$ cat config.mk
export PLATFORM = sky130hd
export DESIGN_NAME = cnr_ram
export DESIGN_NICKNAME = d
export VERILOG_FILES = /design/src/cnr_ram.sv
export SDC_FILE = /design/constraint.sdc
export NUM_CORES = 1
export LEC_CHECK = 0
export BUFFER_PORTS_ARGS = -buffer_cell sky130_fd_sc_hd__clkbuf_2
export CAP_MARGIN = 30
export CORE_UTILIZATION = 45
export DETAILED_ROUTE_END_ITERATION = 12
export PLACE_DENSITY = 0.61
export SYNTH_ARGS = -nofsm -noshare
export SYNTH_HDL_FRONTEND = slang
export SYNTH_SLANG_ARGS = --single-unit
$ cat constraint.sdc
create_clock -name clk -period 4.4 [get_ports clk]
set_input_delay 0.88 -clock clk [delete_from_list [all_inputs] [get_ports clk]]
set_output_delay 0.88 -clock clk [all_outputs]
set_load 0.005 [all_outputs]
$ cat src/cnr_ram.sv
// ----------------------------------------------------------------------------
// cnr_ram
// Simple dual-port synchronous RAM, one write and one registered read port.
// ----------------------------------------------------------------------------
module cnr_ram #(
  parameter int WIDTH = 8,
  parameter int DEPTH = 16
) (
  input  logic                     clk,
  input  logic                     we,
  input  logic [$clog2(DEPTH)-1:0] waddr,
  input  logic [WIDTH-1:0]         wdata,
  input  logic                     re,
  input  logic [$clog2(DEPTH)-1:0] raddr,
  output logic [WIDTH-1:0]         rdata
);

  logic [WIDTH-1:0] mem [DEPTH];

  always_ff @(posedge clk) begin
    if (we) begin
      mem[waddr] <= wdata;
    end
    if (re) begin
      rdata <= mem[raddr];
    end
  end

endmodule

### Yosys cells after proc, flatten, opt, wreduce, memory -nomap -nowiden

Memories as Yosys holds them, arrays and structs flattened. A register that Yosys moved wholly into a read port is not among the register bits.
Index checks and enable logic that the tools add are counted.

* add/subtract/negate cells: 0
* multipliers: 0
* div/mod/pow operators: 0
* magnitude comparators: 0
* eq/ne operators: 0
* shift operators: 0
* multiplexer cells: 2
* bitwise gates (word level): 0
* reduce and logical (&&, ||, !) cells: 0

Operator list (count)
* 1-bit two-way mux: 2

* register bits after elaboration: 0
* bits in latches: 0
* memory bits (writable): 128
* ROM bits: 0
* input bits: 19
* memories: 1

Memories
* mem: depth 16, width 8, rd ports 1, clocked after Yosys merged registers in 1, wr ports 1, RTL line 18 `logic [WIDTH-1:0] mem [DEPTH];`

### Logic depth before layout (Yosys ltp)

* depth in word-level cells: 2
* depth in mapped cells: 5

### Worst setup path after synthesis

No wires, ideal clock.

* path kind: input to register
* start: in waddr[2]
* end: mem mem[0][0], enable pin
* data arrival time: 1.990 ns
* setup slack: 2.027 ns
* stages: 2
* buffers on the path: 0
* cell sequence: or3b_2 -> nor3_1

RTL lines
* start: declaration: RTL line 11 `input logic [$clog2(DEPTH)-1:0] waddr,`
* end: declaration: RTL line 18

Straight into the memory's write port.

==> results.rst <==
.. list-table::
   :header-rows: 1

   * - Metric
     - Value
   * - Result of the run
     - finished, final reports clean
   * - Synth warn
     - 0
   * - Total of fill cells in the finished design
     - 837
   * - Total power after layout
     - 2960 µW
   * - Area of combinational cells with multiple inputs
     - 1060 µm²
   * - Max-capacitance violation count
     - 0
   * - Antenna diode count
     - 0
   * - Crit-path cells
     - clkbuf_2 > buf_4 > mux4_1 > a22oi_1 > nand2_1
   * - Critical path buffers and inverters
     - 2
   * - Sequential share of power
     - 49.6%
   * - Worst slew pin tran
     - slightly below 1 ns
   * - Detail Route Antenna Nets
     - 0
   * - Avg Vias per Cell
     - 5.71
   * - Critical Path AT
     - 2.66 ns
   * - Share of total power in combinational logic
     - about 4.2%
   * - Seq cells post-synth
     - 136
   * - Vias
     - approximately 2400
   * - Area growth syn-to-layout
     - 16.0%
   * - Latest clock arrival within the worst-skew pair
     - roughly 0.41 ns
   * - Required time of the worst setup path
     - 4.55 ns
   * - Detailed router's first-iteration violation count
     - 213
   * - Final setup vio count
     - 0
   * - Sequential fraction of the synthesis area
     - around four fifths
   * - Peak clock frequency supported by timing
     - 399 MHz
   * - Placement-stage cell area
     - 5480 µm²
   * - Worst clock skew on the final layout
     - a little under 0.009 ns
   * - Port bufs
     - 26
   * - Summed negative setup slack over all endpoints
     - 0 ns
   * - Part of the power in the clock network
     - 46.2%
   * - Category of cells accounting for the largest share of critical-path delay
     - buffers and inverters
   * - H-Tree Level Count
     - 4
   * - CTS root buffer
     - sky130_fd_sc_hd__clkbuf_16
   * - Startpoint type of the worst setup path
     - primary input
   * - Final max-slew violation count
     - 0
   * - GR Overflow Total
     - 0
   * - Max-slew headroom
     - between 30% and 40%
   * - Chip Height
     - 110 µm
   * - Post-detailed-route DRC marker count
     - 0
   * - Number of antenna violations at the first check in global routing
     - 0
   * - Post-synthesis instance area
     - 5230 µm²
   * - P per Cell Area
     - 489 nW/µm²
   * - Hold Path Class
     - flip-flop to flip-flop
   * - Cell type of the slowest stage on the worst timing path
     - sky130_fd_sc_hd__mux4_1
   * - Total track usage
     - 18.6%
   * - Final routed wirelength across all metal layers
     - 10000 µm
   * - Synth Instances
     - 229
   * - Switching part of the total power
     - 20.8%
   * - Post-CTS setup buffer count
     - 0
   * - DIE AREA
     - ~12000 µm²
   * - Unique cell type count in the Yosys netlist
     - 18
   * - Max stage delay on crit path
     - around 0.65 ns
   * - TritonCTS Sinks
     - between 100 and 150
   * - Number of gates resized after cts
     - 0
   * - Endpoint kind of the worst setup timing path
     - flip-flop
   * - Die span in x
     - between 100 and 150 µm
   * - Routability congestion estimate
     - between 0.7 and 0.8
   * - First-pass DRT Iterations
     - 5
   * - Classification of the worst setup path
     - primary input to flip-flop
   * - Leakage power summed over all cells
     - between 0.002 and 0.0025 µW
   * - Worst-case clock buffer depth
     - 2
   * - Worst voltage drop across the vdd grid
     - approximately 0.24 mV
   * - Post-layout net count
     - between 200 and 300
   * - Maximum number of pins on one net before global-route repair
     - 33
   * - Placement row count
     - 38
   * - Tmin final
     - 2.51 ns
   * - Final hold violation count
     - 0
   * - CP Max Fanout
     - 22
   * - Clock slew at reported path FFs
     - 0.06 ns
   * - Setup repair after global routing missed its margin
     - no
   * - Register area
     - approximately 4100 µm²
   * - Net switching power figure
     - 616 µW
   * - Routed wire per std cell
     - around 24 µm
   * - Core ar.
     - around 11000 µm²
   * - Final clock period utilization by the worst path
     - 57.0%
   * - Syn_area_per_cell
     - 22.8 µm²
   * - Vias in the first global route
     - 2457
   * - Fraction of final layout cells with drive strength greater than 1
     - 28.5%
   * - Final HPWL DP
     - 6360 µm
   * - Net Count, Synth
     - 248
   * - Hold bufs inserted after CTS
     - 0
   * - Internal power contribution
     - around 2300 µW
   * - Cts bufs inserted
     - 17
   * - First-pass GRT wire length
     - around 15000 µm
   * - Clock tree from TritonCTS
     - yes
   * - I/O pin count
     - 27
   * - Final non-filler cell area
     - 6060 µm²
   * - Effective utilization at floorplan
     - approximately 47%
[power by group through the flow]
stage | registers [µW] | clock network (µW) | logic, µW
after floorplan | 1490 | 0 | 73.7
after global placement | 1500 | 0 | 125
after detailed placement | 1500 | 0 | 128
after CTS | 1470 | 1380 | 128
after global routing | 1470 | 1440 | 137
final | 1470 | 1370 | 126
[worst paths after layout]
check             start  endpoint  slack (ns)  cells after the start
max            raddr[0]  rdata[0]        1.89                      5
min          mem[11][1]  rdata[1]        0.76                      3
max reg2reg   mem[8][7]  rdata[7]        2.88                      3
min reg2reg  mem[11][1]  rdata[1]        0.76                      3
[logic make-up (layout without fill, tap and decap cells)]
family	count (synthesis)	count (layout)	synth area share, %
multiplexers	32	32	14.8
AND/OR/NAND/NOR	35	35	3.14
AO/OA/AOI/OAI	16	16	2.30
buffers and inverters	10	62	1.65
flip-flops	136	136	78.1
[Yosys cell counts]
cell type,n,area (µm²)
sky130_fd_sc_hd__and2_1,1,6.26
sky130_fd_sc_hd__or3b_2,1,8.76
sky130_fd_sc_hd__nor2_1,13,48.8
sky130_fd_sc_hd__mux4_2,18,405
sky130_fd_sc_hd__nand2b_1,2,12.5
sky130_fd_sc_hd__nand2_1,9,33.8
sky130_fd_sc_hd__nand3b_1,2,15.0
sky130_fd_sc_hd__a22oi_1,16,120
sky130_fd_sc_hd__nor3_1,4,20.0
sky130_fd_sc_hd__mux4_1,14,368
sky130_fd_sc_hd__buf_2,3,15.0
sky130_fd_sc_hd__nor2b_1,1,6.26
sky130_fd_sc_hd__buf_4,1,7.51
sky130_fd_sc_hd__and2b_1,1,7.51
sky130_fd_sc_hd__buf_6,3,33.8
sky130_fd_sc_hd__edfxtp_1,136,4080
sky130_fd_sc_hd__nand3_1,1,5.00
sky130_fd_sc_hd__clkdlybuf4s25_2,3,30.0
[stage by stage]
stage	hold WS [ns]	util [%]	worst slack, ns	instances
finish	0.756	54.7	1.89	421
global route	0.789	54.7	1.76	421
CTS	0.750	54.7	1.83	421
detailed placement	0.741	49.5	1.40	389
global placement	0.734	49.5	1.38	389
floorplan	0.705	-	2.03	229
[worst reg2reg max path, delay by kind of cell (launching register included)]
kind / cells / cell delay [ns]
mux: 1 / 0.45
flops: 1 / 0.37
compound gates: 1 / 0.34
simple gates: 1 / 0.09
[cell usage in the layout, fill, tap and decap left out]
cell                         instances
sky130_fd_sc_hd__nor3_1              3
sky130_fd_sc_hd__mux4_1             14
sky130_fd_sc_hd__a22oi_1            16
sky130_fd_sc_hd__and2b_1             1
sky130_fd_sc_hd__nor3_2              1
sky130_fd_sc_hd__clkinv_4            4
sky130_fd_sc_hd__nand2_1             9
sky130_fd_sc_hd__clkinvlp_4          4
sky130_fd_sc_hd__nand2b_1            2
sky130_fd_sc_hd__nand3b_1            2
sky130_fd_sc_hd__clkbuf_1            1
sky130_fd_sc_hd__nor2b_1             1
sky130_fd_sc_hd__clkbuf_16          17
sky130_fd_sc_hd__nand3_1             1
sky130_fd_sc_hd__clkbuf_2           26
sky130_fd_sc_hd__or3b_2              1
sky130_fd_sc_hd__inv_6               2
sky130_fd_sc_hd__mux4_2             18
sky130_fd_sc_hd__clkinv_2            1
sky130_fd_sc_hd__buf_4               4
sky130_fd_sc_hd__and2_1              1
sky130_fd_sc_hd__nor2_1             13
sky130_fd_sc_hd__clkinv_1            1
sky130_fd_sc_hd__bufinv_16           2
sky130_fd_sc_hd__edfxtp_1          136
[registers in the layout, summed over array words and instances, names as in the netlist]
| signal | cells |
|---|---|
| rdata | 8 |
| mem | 128 |
[area by class of cell]
cell class | instances | area share (%)
Tap cell | 140 | 2.89
Sequential cell | 136 | 67.4
Clock buffer | 18 | 7.08
Multi-Input combinational cell | 83 | 17.5
Clock inverter | 14 | 2.50
Timing Repair Buffer | 30 | 2.64
[metal layers]
metal  track usage [%]  wire length [µm]  vias to the layer above
met3              4.45               603                       11
met1              26.0              4450                     1251
met2              28.4              4860                       83
met5                 0                 0                        -
li1                  -                 -                     1061
met4              6.86               116                        0
Note: power is estimated with default switching activity, not from simulation.
